===== config.mk =====
export PLATFORM = sky130hd
export DESIGN_NAME = agsr_map
export DESIGN_NICKNAME = d
export VERILOG_FILES = /design/src/rtl/core/agsr_pkg.sv /design/src/rtl/core/agsr_map.sv
export VERILOG_INCLUDE_DIRS = /design/src /design/src/rtl/core
export SDC_FILE = /design/constraint.sdc
export NUM_CORES = 2
export LEC_CHECK = 0
export ABC_AREA = 1
export ABC_CLOCK_PERIOD_IN_PS = 10800
export BUFFER_PORTS_ARGS = -buffer_cell sky130_fd_sc_hd__buf_2
export CORE_ASPECT_RATIO = 0.6
export CORE_MARGIN = 5
export CORE_UTILIZATION = 33
export DETAILED_ROUTE_END_ITERATION = 8
export PLACE_DENSITY_LB_ADDON = 0.2
export SYNTH_ARGS = -nofsm -noshare
export SYNTH_HDL_FRONTEND = slang
export SYNTH_SLANG_ARGS = --single-unit

===== constraint.sdc =====
create_clock -name clk -period 10.8 [get_ports clk]
set_input_delay 0 -clock clk [delete_from_list [all_inputs] [get_ports clk]]
set_output_delay 0 -clock clk [all_outputs]
set_load 0.02 [all_outputs]

===== src/rtl/core/assert_macros.svh =====
// Concurrent check helpers shared by the RTL.
`ifndef ASSERT_MACROS_SVH
`define ASSERT_MACROS_SVH

// Same-cycle implication, muted during reset.
`define AGSR_ASSERT_NOW(label, clk, rst, ante, cons) \
  label: assert property (@(posedge clk) disable iff (rst) (ante) |-> (cons)) \
    else $error("check failed: same-cycle implication");

// Next-cycle implication, muted during reset.
`define AGSR_ASSERT_NEXT(label, clk, rst, ante, cons) \
  label: assert property (@(posedge clk) disable iff (rst) (ante) |=> (cons)) \
    else $error("check failed: next-cycle implication");

`endif


===== src/rtl/core/agsr_pkg.sv =====
package agsr_pkg;

  localparam int unsigned SecW    = 32;
  localparam int unsigned HalfW   = 16;
  localparam int unsigned SbW     = 14;
  localparam int unsigned OffW    = 47;
  localparam int unsigned LenW    = 45;
  localparam int unsigned NumCell = 32;
  localparam int unsigned IdxW    = 3;

  localparam logic [SbW-1:0] SectorBytesReset = 14'd512;

  // Register index codes.
  typedef enum logic [IdxW-1:0] {
    REG_GROUP_SIZE       = 3'd0,
    REG_GROUP_ALTERNATES = 3'd1,
    REG_ALTERNATE_OFFSET = 3'd2,
    REG_FRONT_PORCH      = 3'd3,
    REG_SECTOR_BYTES     = 3'd4,
    REG_PARTITION_BASE   = 3'd5
  } agsr_reg_t;

  // Settings as seen by the datapath, with derived grouping terms.
  typedef struct packed {
    logic [HalfW-1:0] group_size;
    logic [HalfW-1:0] group_alternates;
    logic [HalfW-1:0] alternate_offset;
    logic [HalfW-1:0] front_porch;
    logic [SbW-1:0]   sector_bytes;
    logic [HalfW-1:0] usable;
    logic             grouped;
  } agsr_cfg_t;

  // Division cell payload: num shifts dividend bits out and quotient bits in.
  typedef struct packed {
    logic [SecW-1:0]  sec;
    logic [SecW-1:0]  cnt;
    logic [SecW-1:0]  num;
    logic [HalfW-1:0] rem;
  } agsr_div_t;

endpackage


===== src/rtl/core/agsr_map.sv =====
`include "assert_macros.svh"

module agsr_map (
  input  logic                  clk,
  input  logic                  rst,
  input  agsr_pkg::agsr_cfg_t   cfg,
  input  logic                  up_valid,
  input  agsr_pkg::agsr_div_t   up_data,
  output logic                  up_ready,
  output logic                  out_valid,
  input  logic                  out_stall,
  output logic [46:0]           byte_offset,
  output logic [44:0]           byte_length,
  output logic [31:0]           run_sectors
);

  logic        v1, v2, v3, v4;
  logic        ld1, ld2, ld3, ld4;

  // stage 1
  logic [16:0] within_c, limit_c;
  logic [31:0] run_c;
  logic [47:0] qgs_c;
  logic [16:0] within1;
  logic [31:0] run1, sec1;
  logic [47:0] qgs1;
  logic        grp1;
  // stage 2
  logic [47:0] phys_c;
  logic [46:0] phys2;
  logic [31:0] run2;
  // stage 3
  logic [37:0] plo3;
  logic [22:0] phi3;
  logic [44:0] len3;
  logic [31:0] run3;

  assign ld4 = !v4 || !out_stall;
  assign ld3 = !v3 || ld4;
  assign ld2 = !v2 || ld3;
  assign ld1 = !v1 || ld2;
  assign up_ready = ld1;

  always_comb begin
    if (up_data.rem >= cfg.alternate_offset) begin
      within_c = {1'b0, up_data.rem} + {1'b0, cfg.group_alternates};
    end else begin
      within_c = {1'b0, up_data.rem};
    end
    if (within_c < {1'b0, cfg.alternate_offset}) begin
      limit_c = {1'b0, cfg.alternate_offset} - within_c;
    end else begin
      limit_c = {1'b0, cfg.group_size} - within_c + {1'b0, cfg.alternate_offset};
    end
    if (cfg.grouped && (up_data.cnt > {15'b0, limit_c})) begin
      run_c = {15'b0, limit_c};
    end else begin
      run_c = up_data.cnt;
    end
    qgs_c = 48'(up_data.num) * 48'(cfg.group_size);
  end

  always_comb begin
    if (grp1) begin
      phys_c = qgs1 + 48'(within1) + 48'(cfg.front_porch);
    end else begin
      phys_c = 48'(sec1) + 48'(cfg.front_porch);
    end
  end

  always_ff @(posedge clk) begin
    if (rst) begin
      v1 <= 1'b0;
      v2 <= 1'b0;
      v3 <= 1'b0;
      v4 <= 1'b0;
    end else begin
      if (ld1) v1 <= up_valid;
      if (ld2) v2 <= v1;
      if (ld3) v3 <= v2;
      if (ld4) v4 <= v3;
    end
  end

  always_ff @(posedge clk) begin
    if (ld1) begin
      within1 <= within_c;
      run1    <= run_c;
      qgs1    <= qgs_c;
      sec1    <= up_data.sec;
      grp1    <= cfg.grouped;
    end
    if (ld2) begin
      phys2 <= phys_c[46:0];
      run2  <= run1;
    end
    if (ld3) begin
      plo3 <= 38'(phys2[23:0]) * 38'(cfg.sector_bytes);
      phi3 <= 23'(phys2[46:24]) * 23'(cfg.sector_bytes);
      len3 <= 45'(run2) * 45'(cfg.sector_bytes);
      run3 <= run2;
    end
    if (ld4) begin
      byte_offset <= 47'(plo3) + {phi3, 24'b0};
      byte_length <= len3;
      run_sectors <= run3;
    end
  end

  assign out_valid = v4;

  `AGSR_ASSERT_NEXT(a_drain_empty, clk, rst, out_valid && !out_stall && !v3, !out_valid)
  `AGSR_ASSERT_NEXT(a_stage2_hold, clk, rst, v2 && !ld3, v2 && $stable(phys2))

endmodule


==> flow_summary.toml <==
[sta]
max_freq_mhz = 128
hold_violations = 0
tightest_slew_ns = 1.25
slew_headroom_pct = 16.4
setup_tns_ns = 0
fin_crit_sh_pct = 72.4
rsz0062_at_grt = "false"
skew_ns = 0.0466
setup_viol = 0
fin_crit_ns = 7.82
maxSlewViolCount = 0

[routing]
drt_wl_total_um = 247000
avgViaCountPerCell = 4.82
route.detailed.wl_per_inst_um = 20.4
route.detailed.drc = 0
drt_iter0_drc = 5048
antenna_left = 0
vias = 58300
drt_first_pass_iters = 6

[global_routing]
grt_overflow = 0
grt_use_total_pct = 21.5
grt_max_degree = 72
grt_pass1_wl_um = 383000
antenna_found_initial = 19
grt_pass1_vias = 60600

[yosys]
synth_compound_area_share_pct = 4.95
synth_fa_ha_area_share_pct = 42.3
yosys.area_share.simple_pct = 18.1
syn_area_um2 = 73300
synth_cells = 8864
syn_area_per_cell_um2 = 8.27
synth_top_area_cell = "fa_1"
synth-main-ff-cell = "edfxtp_1"
async_flop_share_pct = 0
synthMuxAreaShare_pct = 0
synth_top_family_by_area = "adder cells"
ys_types = 59
yosys_warnings = 0
synth_edf_count = 470
synth_xor_area_share_pct = 2.68
synth_nets = 10800
synth_area_leaders = "fa_1 34%, edfxtp_1 19%, nand2_1 13%, inv_1 11%, ha_1 8.6%"
ys_seq_area_share_pct = 19.4
ys_seq_elements = 474
synth_top_area_share_pct = 33.7

[worst_setup_path]
critPathRequiredTime_ns = 11.36
critPathArrivalTime_ns = 8.38
max_stage_delay_ns = 0.82
endpoint_kind = "flop"
critPathMostFrequentCell = "nand2_1"
cpLargestDelayFamily = "simple AND/OR/NAND/NOR gates"
worstPathMaxFanout = 32
path_class = "input pin to flop"
crit_start = "up_data[15]"
r2r-start = "run2[6]"
start_kind = "input pin"
crit_buf_inv = 9
cpMaxStageDelayCell = "inv_2"

[cells_and_area]
nets = 11000
seqCellArea_um2 = 14200
multiInputGateArea_um2 = 49900
fillerInstances = 23100
area_growth_pct = 9.82
drive_gt1_share_pct = 5.47

[placed_design]
dp_hpwl_um = 203000
place.gp.congestion = 0.936
portBuffers = 320

[cts]
clockRootBuffer = "clkbuf_16"
ctsHoldBuffers = 105
ctsHtreeMaxLevel = 2
clockBufferDepth = 3
post_cts_buffers = 0
cts_tree = "done"
clkTransAtPathRegs_ns = 0.07
cts.repair.resized = 0
numCtsBuffers = 54
worstSkewPairLatency_ns = 0.70
clock_sinks = 474

[worst_hold_path]
hold_path.class = "input pin to flop"
worstHoldStart = "up_data[105]"

[run_status]
status = "finished clean"

[flow_run]
drv_cap = 0

[floorplan]
initial_utilization_pct = 33.1
ioPinCount = 337
die_w_um = 619
coreArea_um2 = 222000
rows = 134
die_area_um2 = 232000
die_y_um = 375
final timing paths:
kind              end  slack [ns]  cells after the start
max           run1[0]        2.98                     39
min          sec1[25]        0.07                      2
max reg2reg  len3[42]        3.82                     19
min reg2reg  run2[31]        0.40                      0
registers in the layout (all words and copies together) (netlist names), 17 cells and up:
name / cells
byte_length: 45
sec1: 32
len3: 45
within1: 17
run1: 32
run2: 32
phys2: 47
qgs1: 47
phi3: 23
plo3: 38
run_sectors: 32
byte_offset: 47
run3: 32
through the flow:
| stage | std cells | hold slack [ns] | cell area, um2 | setup slack (ns) | util [%] |
|---|---|---|---|---|---|
| floorplan | 8864 | 0.0691 | 73300 | 1.14 | - |
| finish | 12100 | 0.0662 | 80500 | 2.98 | 36.3 |
| global route | 12100 | 0.0210 | 80500 | 2.21 | 36.3 |
| global placement | 11900 | 0.181 | 77700 | 3.16 | 35.1 |
| CTS | 12100 | 0.00452 | 80500 | 2.96 | 36.3 |
| detailed placement | 11900 | 0.179 | 77700 | 3.22 | 35.1 |
cell usage in the layout (no fill, tap or decap), types with 8 or more instances in the layout:
cell type / n
nand3b_1: 10
a21boi_0: 9
a21oi_1: 329
o21bai_1: 34
a31oi_1: 31
o21ai_0: 205
nor2_1: 399
clkbuf_16: 55
nand2_2: 18
nand2_1: 2479
clkinv_4: 8
clkbuf_1: 8
xnor2_1: 78
buf_2: 320
fa_1: 1235
nor4_1: 19
edfxtp_1: 470
clkinv_1: 8
or2_2: 8
dlygate4sd3_1: 105
ha_1: 504
buf_4: 34
xor2_1: 143
o211ai_1: 8
inv_1: 2117
a21o_1: 22
nand4_1: 58
nor3_1: 44
nand3_1: 243
cells in the mapped netlist, types with 3 or more instances:
master / number
nand2_1: 2481
inv_1: 2119
fa_1: 1235
ha_1: 504
edfxtp_1: 470
nor2_1: 399
a21oi_1: 329
clkbuf_1: 287
nand3_1: 243
o21ai_0: 205
xor2_1: 143
xnor2_1: 78
nand4_1: 58
nor3_1: 44
o21bai_1: 34
a31oi_1: 31
a21o_1: 22
buf_1: 22
nor4_1: 19
nand2_2: 18
buf_2: 12
nand3b_1: 10
a21boi_0: 9
o211ai_1: 8
or2_2: 8
and2_1: 5
and3_1: 5
nand3_2: 5
o21a_1: 5
dfxtp_1: 4
nand2b_1: 4
o21ai_2: 4
o31ai_1: 4
a21boi_2: 3
inv_2: 3
o21ai_1: 3
logic make-up after synthesis:
kind of cell / Yosys count
AOI/OAI and AO/OA: 665
and+or+nand+nor: 3314
buffers and inverters: 2449
adders and majority gates: 1739
xor gates and xnor gates: 223
DFF: 474
routing by layer:
metal  global-route usage (%)  vias up  routed length [um]
li1                         -    26900                   -
met1                     34.8    29400              128000
met2                     30.4     1881               98800
met3                     3.23      161               17400
met4                     2.96        0                3270
met5                        0        -                   0
cell type report:
type                            count  share of cell area (%)
Clock buffer                       63                    1.75
Clock inverter                     36                   0.472
Inverter                         2123                    9.90
Sequential cell                   474                    17.6
Antenna cell                        6                  0.0186
Tap cell                         2992                    4.65
Multi-Input combinational cell   5941                    62.0
Timing Repair Buffer              459                    3.61
Power is left out: the tool's default activity adds up to more than one toggle a clock period on the data nets, which glitch-free logic cannot reach.
