--- src/rtl/core/assert_macros.svh ---
// Concurrent check helpers shared by the RTL.
`ifndef ASSERT_MACROS_SVH
`define ASSERT_MACROS_SVH

// Same-cycle implication, muted during reset.
`define AGSR_ASSERT_NOW(label, clk, rst, ante, cons) \
  label: assert property (@(posedge clk) disable iff (rst) (ante) |-> (cons)) \
    else $error("check failed: same-cycle implication");

// Next-cycle implication, muted during reset.
`define AGSR_ASSERT_NEXT(label, clk, rst, ante, cons) \
  label: assert property (@(posedge clk) disable iff (rst) (ante) |=> (cons)) \
    else $error("check failed: next-cycle implication");

`endif

--- src/rtl/core/agsr_pkg.sv ---
package agsr_pkg;

  localparam int unsigned SecW    = 32;
  localparam int unsigned HalfW   = 16;
  localparam int unsigned SbW     = 14;
  localparam int unsigned OffW    = 47;
  localparam int unsigned LenW    = 45;
  localparam int unsigned NumCell = 32;
  localparam int unsigned IdxW    = 3;

  localparam logic [SbW-1:0] SectorBytesReset = 14'd512;

  // Register index codes.
  typedef enum logic [IdxW-1:0] {
    REG_GROUP_SIZE       = 3'd0,
    REG_GROUP_ALTERNATES = 3'd1,
    REG_ALTERNATE_OFFSET = 3'd2,
    REG_FRONT_PORCH      = 3'd3,
    REG_SECTOR_BYTES     = 3'd4,
    REG_PARTITION_BASE   = 3'd5
  } agsr_reg_t;

  // Settings as seen by the datapath, with derived grouping terms.
  typedef struct packed {
    logic [HalfW-1:0] group_size;
    logic [HalfW-1:0] group_alternates;
    logic [HalfW-1:0] alternate_offset;
    logic [HalfW-1:0] front_porch;
    logic [SbW-1:0]   sector_bytes;
    logic [HalfW-1:0] usable;
    logic             grouped;
  } agsr_cfg_t;

  // Division cell payload: num shifts dividend bits out and quotient bits in.
  typedef struct packed {
    logic [SecW-1:0]  sec;
    logic [SecW-1:0]  cnt;
    logic [SecW-1:0]  num;
    logic [HalfW-1:0] rem;
  } agsr_div_t;

endpackage

--- src/rtl/core/agsr_div_cell.sv ---
module agsr_div_cell (
  input  logic                    clk,
  input  logic                    rst,
  input  logic [15:0]             divisor,
  input  logic                    up_valid,
  input  agsr_pkg::agsr_div_t     up_data,
  output logic                    up_ready,
  input  logic                    down_ready,
  output logic                    valid,
  output agsr_pkg::agsr_div_t     data
);

  logic [16:0]         trial;
  logic                fits;
  agsr_pkg::agsr_div_t data_next;

  // One restoring step: bring down the next dividend bit, subtract if it fits.
  always_comb begin
    trial     = {up_data.rem, up_data.num[agsr_pkg::SecW-1]};
    fits      = (trial >= {1'b0, divisor});
    data_next = up_data;
    data_next.num = {up_data.num[agsr_pkg::SecW-2:0], fits};
    if (fits) begin
      data_next.rem = 16'(trial - {1'b0, divisor});
    end else begin
      data_next.rem = trial[15:0];
    end
  end

  assign up_ready = !valid || down_ready;

  always_ff @(posedge clk) begin
    if (rst) begin
      valid <= 1'b0;
    end else if (up_ready) begin
      valid <= up_valid;
    end
  end

  always_ff @(posedge clk) begin
    if (up_ready) begin
      data <= data_next;
    end
  end

endmodule

--- config.mk ---
export PLATFORM = sky130hd
export DESIGN_NAME = agsr_div_cell
export DESIGN_NICKNAME = d
export VERILOG_FILES = /design/src/rtl/core/assert_macros.svh /design/src/rtl/core/agsr_pkg.sv /design/src/rtl/core/agsr_div_cell.sv
export SDC_FILE = /design/constraint.sdc
export NUM_CORES = 1
export LEC_CHECK = 0
export ABC_CLOCK_PERIOD_IN_PS = 3900
export BUFFER_PORTS_ARGS = -buffer_cell sky130_fd_sc_hd__buf_2
export CAP_MARGIN = 20
export CORE_MARGIN = 10
export CORE_UTILIZATION = 30
export CTS_CLUSTER_DIAMETER = 60
export DETAILED_ROUTE_END_ITERATION = 6
export PLACE_DENSITY = 0.65
export SETUP_SLACK_MARGIN = 0.02
export SYNTH_ARGS = -nofsm -noshare
export SYNTH_HDL_FRONTEND = slang
export SYNTH_SLANG_ARGS = --single-unit
--- constraint.sdc ---
create_clock -name clk -period 3.9 [get_ports clk]
set_input_delay 0.585 -clock clk [delete_from_list [all_inputs] [get_ports clk]]
set_output_delay 0.585 -clock clk [all_outputs]
set_load 0.03 [all_outputs]
==> results of run 1 <==
-- cells in the final DEF (no fill, tap or decap), types with 3 or more instances in the layout --
master        n
xnor2_1       5
mux2_4        7
edfxtp_1    112
xor2_1        4
clkbuf_16    17
o31ai_1       4
a211oi_1      3
inv_1        21
nor2_1       12
ha_1         16
clkinv_2      4
nand3_1       3
o21a_1        4
mux2i_1       4
a21oi_1       4
a21boi_0      3
buf_2       245
nor3_1        3
diode_2       4
a211o_1       3
clkinvlp_4    6
o21ai_0       6
a21o_1        5
mux2_2        3
o211a_1       3
nand2_1       6
-- kinds of logic (layout without fill, tap and decap cells) --
logic type | count (synthesis) | in the layout | share of synthesized area, %
DFF | 113 | 113 | 74.0
adders and majority gates | 17 | 17 | 4.82
xor gates and xnor gates | 9 | 9 | 1.72
muxes | 14 | 14 | 3.92
buffers and inverters | 28 | 300 | 3.07
and+or+nand+nor | 40 | 40 | 4.55
AOI/OAI and AO/OA | 48 | 48 | 7.89
other | 0 | 4 | 0
-- worst max-delay path by stage --
stage,end,from
floorplan,data[10],divisor[12]
global placement,data[8],divisor[3]
detailed placement,data[5],divisor[3]
CTS,data[7],divisor[3]
global route,data[7],divisor[8]
finish,data[7],divisor[3]
-- metrics by stage --
step	worst slack, ns	hold WS, ns	utilization, %	total power, µW	instance area [µm²]
detailed placement	0.792	0.763	39.8	2130	6000
global route	1.10	0.330	43.4	3660	6550
global placement	0.893	0.762	39.8	2130	6000
floorplan	1.14	0.654	-	1920	4570
CTS	1.22	0.336	43.3	3550	6540
finish	1.21	0.350	43.4	3500	6550
-- worst max-delay path: cells and delay by family --
kind / cells / cell delay (ns)
multiplexers: 1 / 0.32
AND/OR/NAND/NOR: 1 / 0.37
adder cells (fa/ha/maj): 1 / 0.39
buffers and inverters: 3 / 0.27
AO/OA/AOI/OAI: 3 / 0.89
-- routing by layer --
layer	vias to the layer above	part of all wire, %
li1	1562	-
met1	1556	36
met2	180	52
met3	14	11
met4	0	1.5
met5	-	0
-- sequential cells by signal (all words and copies together) (netlist names) --
register  count
data        112
valid         1
-- cell type report --
cell class	count	area share, %
Timing Repair Buffer	247	18.9
Antenna cell	4	0.153
Tap cell	188	3.59
Clock inverter	14	1.78
Clock buffer	17	6.49
Multi-Input combinational cell	128	16.1
Sequential cell	113	51.7
Inverter	22	1.30
-- power groups by stage --
stage	Combinational (µW)	Sequential, µW	Clock, µW
floorplan	186	1730	0
global placement	617	1510	0
detailed placement	622	1510	0
CTS	625	1490	1440
global route	664	1500	1500
finish	616	1490	1400
==> flow_summary.yaml, run 1 <==
grt:
  top_usage_layer: "met2"
  grt_pass1_vias: 3508
  antenna_found_initial: 3
  met1_usage_pct: 13.6
  grtUsageTotal_pct: 13.5
  grt_overflow_total: 0
  grt_max_degree: 46
  grtUsageMet3_pct: 6.11
  grt_util_met2_pct: 23.5
  grt_pass1_wl_um: 20700
outcome:
  status: "complete, no violations"
clocking:
  cts_tree: "done"
  root_buffer: "clkbuf_16"
  postCtsSetupBuffers: 0
  clock_latency_ns: 0.40
  clock_path_buffers: 2
  cts_resized: 0
  clock-sinks: 113
  htreeDepth: 4
  clk_pin_slew_ns: 0.05
  cts_buffers: 17
  hold_buffers: 0
power_and_ir_drop:
  combPwrFrac_pct: 17.6
  leakage_uw: 0.00303
  peakVddDrop_v: 0.000293
  p_sw_uw: 963
  p_clk_share_pct: 39.9
  p_sw_share_pct: 27.5
  p_seq_share_pct: 42.5
  internal-power_uw: 2530
  p_per_area_mw_per_mm2: 534
worst_setup_path:
  cp.arrival_ns: 2.84
  r2r_start: "valid"
  critPathMaxStageDelay_ns: 0.39
  r2r_setup_slack_ns: 2.15
  crit_path_cell_trace: "buf_2, inv_1, ha_1, a21o_1, o31a_1, o2111ai_1, and2_1, inv_4, mux2_4"
  reg2regPathDepth: 2
  worstPathRequired_ns: 4.05
  cp-end-kind: "flop"
  critPathMaxFanout: 13
  startpoint_type: "input port"
  critPathSlowestCell: "ha_1"
  reg2reg_to: "data[51]"
  path_class: "input port to flop"
sta:
  slew_viol_final: 0
  period_minus_slack_ns: 2.69
  rsz0062_at_grt: "false"
  slew_headroom_pct: 57.9
  setup-tns-final_ns: 0
  hold_viol: 0
  min_period_over_period_pct: 69.0
  worstMarginPinSlew_ns: 0.632
  fin_skew_ns: 0.00841
  max_freq_ghz: 0.372
  setup_viol_count_final: 0
routing:
  drc_errors: 0
  viasPerCell: 4.52
  dr.pass1.iters: 4
  wirelength_um: 14300
  num_vias: 3312
  routedWlPerCell_um: 19.5
  ant_nets: 0
  first_iter_violations: 216
logic_synthesis:
  synth_top_area_share_pct: 73.6
  synth_cells: 269
  yosysTopAreaCell: "edfxtp_1"
  syn-num-nets: 418
  synth_cell_types: 49
  synth_area_leaders: "edfxtp_1 74%, ha_1 4.4%, mux2_4 2.3%"
  synthArstFlopShare_pct: 0
  synth_warnings: 0
  yosysMostFrequentCell: "edfxtp_1"
  synthFlopType: "edfxtp_1"
  syn_area_per_cell_um2: 17.0
  synth_common_cells: "112 x edfxtp_1, 21 x inv_1, 16 x ha_1"
  syn-cell-area_mm2: 0.00457
  synth_edf_count: 112
  ys_ff_latch: 113
  ys_seq_area_share_pct: 74.0
hold_path:
  min_path_type: "input port to flop"
  min_path_cells: 2
  min_from: "rst"
  min_to: "valid"
layout:
  final_net_count: 678
  multi_input_area_mm2: 0.00105
  drive_above_1_share_pct: 54.2
  area_growth_pct: 43.3
  fillCellCount: 1391
  layoutNonFillerInstCount: 733
  seq_area_mm2: 0.00338
place:
  dp_hpwl_um: 11500
  place_congestion: 0.846
  placedCellCount: 698
  io_buffers: 245
floorplanning:
  die_height_um: 143
  ios: 246
  num_rows: 45
  die_w_um: 143
  core_mm2: 0.0151
  die_area_mm2: 0.0206
  start_util_pct: 30.3
run:
  maxCapViolations: 0
(Power assumes the default switching activity.)
==> run 2: changes to the inputs <==
Settings changed: ABC_CLOCK_PERIOD_IN_PS 3900 to 2400.
Clock period 3.9 ns to 2.4 ns, I/O delays scaled along.
==> flow_summary.yaml, run 2 (synthesized netlist as in run 1, its figures left out) <==
outcome:
  status: "complete, no violations"
floorplanning:
  die_w_um: 143
  die_area_mm2: 0.0206
  num_rows: 45
  die_height_um: 143
  ios: 246
  core_mm2: 0.0151
  start_util_pct: 30.3
clocking:
  clock_path_buffers: 2
  clock-sinks: 113
  clk_pin_slew_ns: 0.05
  htreeDepth: 4
  cts_tree: "done"
  root_buffer: "clkbuf_16"
  cts_buffers: 17
  hold_buffers: 0
  clock_latency_ns: 0.40
  cts_resized: 0
  postCtsSetupBuffers: 0
routing:
  viasPerCell: 4.45
  drc_errors: 0
  ant_nets: 0
  wirelength_um: 14500
  dr.pass1.iters: 7
  routedWlPerCell_um: 19.1
  num_vias: 3383
  first_iter_violations: 188
place:
  place_congestion: 0.833
  placed_area_mm2: 0.00629
  io_buffers: 245
  dp_hpwl_um: 12000
worst_setup_path:
  critPathMaxStageDelay_ns: 0.38
  startpoint_type: "input port"
  crit_path_start: "up_data[5]"
  path_delay_family: "simple AND/OR/NAND/NOR gates"
  reg2regPathDepth: 2
  critPathSlowestCell: "ha_1"
  r2r_start: "valid"
  path_class: "input port to flop"
  cp.depth: 9
  r2r_setup_slack_ns: 1.00
  cp-end-kind: "flop"
  crit_path_cell_trace: "buf_2, ha_1, nand4_1, nor2_1, a31oi_1, a21boi_2, and2_1, inv_4, mux2_2"
  worst-path-buf-inv: 2
  cp.arrival_ns: 2.26
  reg2reg_to: "data[64]"
  critPathMaxFanout: 12
  worstPathRequired_ns: 2.55
  endpoint: "data[4]"
sta:
  fin_skew_ns: 0.00460
  setup_viol_count_final: 0
  min_period_over_period_pct: 88.1
  worstMarginPinSlew_ns: 0.418
  slew_viol_final: 0
  slew_headroom_pct: 72.1
  hold_viol: 0
  max_freq_ghz: 0.473
  period_minus_slack_ns: 2.11
  rsz0062_at_grt: "false"
grt:
  grt_overflow_total: 0
  grt_max_degree: 64
  grtUsageTotal_pct: 13.4
  grt_pass1_wl_um: 20600
  grt_pass1_vias: 3593
  antenna_found_initial: 2
layout:
  reg_top3: "data x112, valid x1"
  design_area_mm2: 0.00686
  most-common-layout-cells: "245 x buf_2, 112 x edfxtp_1, 30 x buf_4, 20 x inv_1, 17 x clkbuf_16"
  largest_register: "data"
  layout_commonest_cell: "buf_2"
  drive_above_1_share_pct: 58.0
  largest_register_ff_count: 112
  final_net_count: 707
  area_growth_pct: 50.1
power_and_ir_drop:
  peakVddDrop_v: 0.000440
  finalPower_uw: 5830
  leakage_uw: 0.00320
  p_per_area_mw_per_mm2: 850
run:
  maxCapViolations: 0
hold_path:
  min_path_type: "input port to flop"
==> run 2: cell types whose count changed in the layout (fill, tap and decap cells not counted), sizes merged <==
| cell | delta |
|---|---|
| diode | -2 |
| clkinv | +4 |
| inv | +1 |
| clkinvlp | -4 |
| buf | +29 |
==> run 2: power by group <==
part	internal, µW	switching [µW]
sequential	2370	42.9
combinational	399	679
clock	1430	906
==> run 2: worst min path at each step <==
stage	startpoint	depth (start not counted)	endpoint	slack, ns
after global placement	rst	2	valid	0.52
after detailed placement	rst	2	valid	0.53
after global routing	rst	2	valid	0.11
final	rst	2	valid	0.12
after floorplan	rst	1	valid	0.43
after CTS	rst	2	valid	0.1
==> run 2: worst reg2reg max path: cells and delay by family, from the launching register on <==
family	cells	cell delay, ns
buffers and inverters	1	0.35
DFF	1	0.33
and+or+nand+nor	1	0.34
==> run 2: per-layer routing <==
layer	vias up	wire (µm)	GRT usage [%]	part of all wire (%)
met2	178	7650	24.7	53
li1	1624	-	-	-
met3	14	1740	6.14	12
met5	-	0	0	0
met1	1567	4920	12.5	34
met4	0	220	5.21	1.5
==> run 2: final cells by class <==
cell class | instances | area [µm²]
clock buffers | 17 | 425
multi-input cells | 128 | 1110
diodes | 2 | 5.00
flip-flops and latches | 113 | 3380
well taps | 188 | 235
fillers | 1378 | 8230
clock inverters | 15 | 135
inverters | 22 | 90.1
repair buffers | 276 | 1470
==> run 2: through the flow <==
stage | TNS [ns] | std cells | hold slack, ns | util (%) | worst slack, ns
3_5_place_dp | -1.14 | 727 | 0.525 | 41.7 | -0.134
3_3_place_gp | -1.01 | 727 | 0.517 | 41.7 | -0.121
6_report | 0 | 761 | 0.118 | 45.5 | 0.285
4_1_cts | 0 | 759 | 0.0985 | 45.4 | 0.295
2_1_floorplan | -0.427 | 269 | 0.429 | - | -0.0611
5_1_grt | 0 | 761 | 0.111 | 45.5 | 0.160
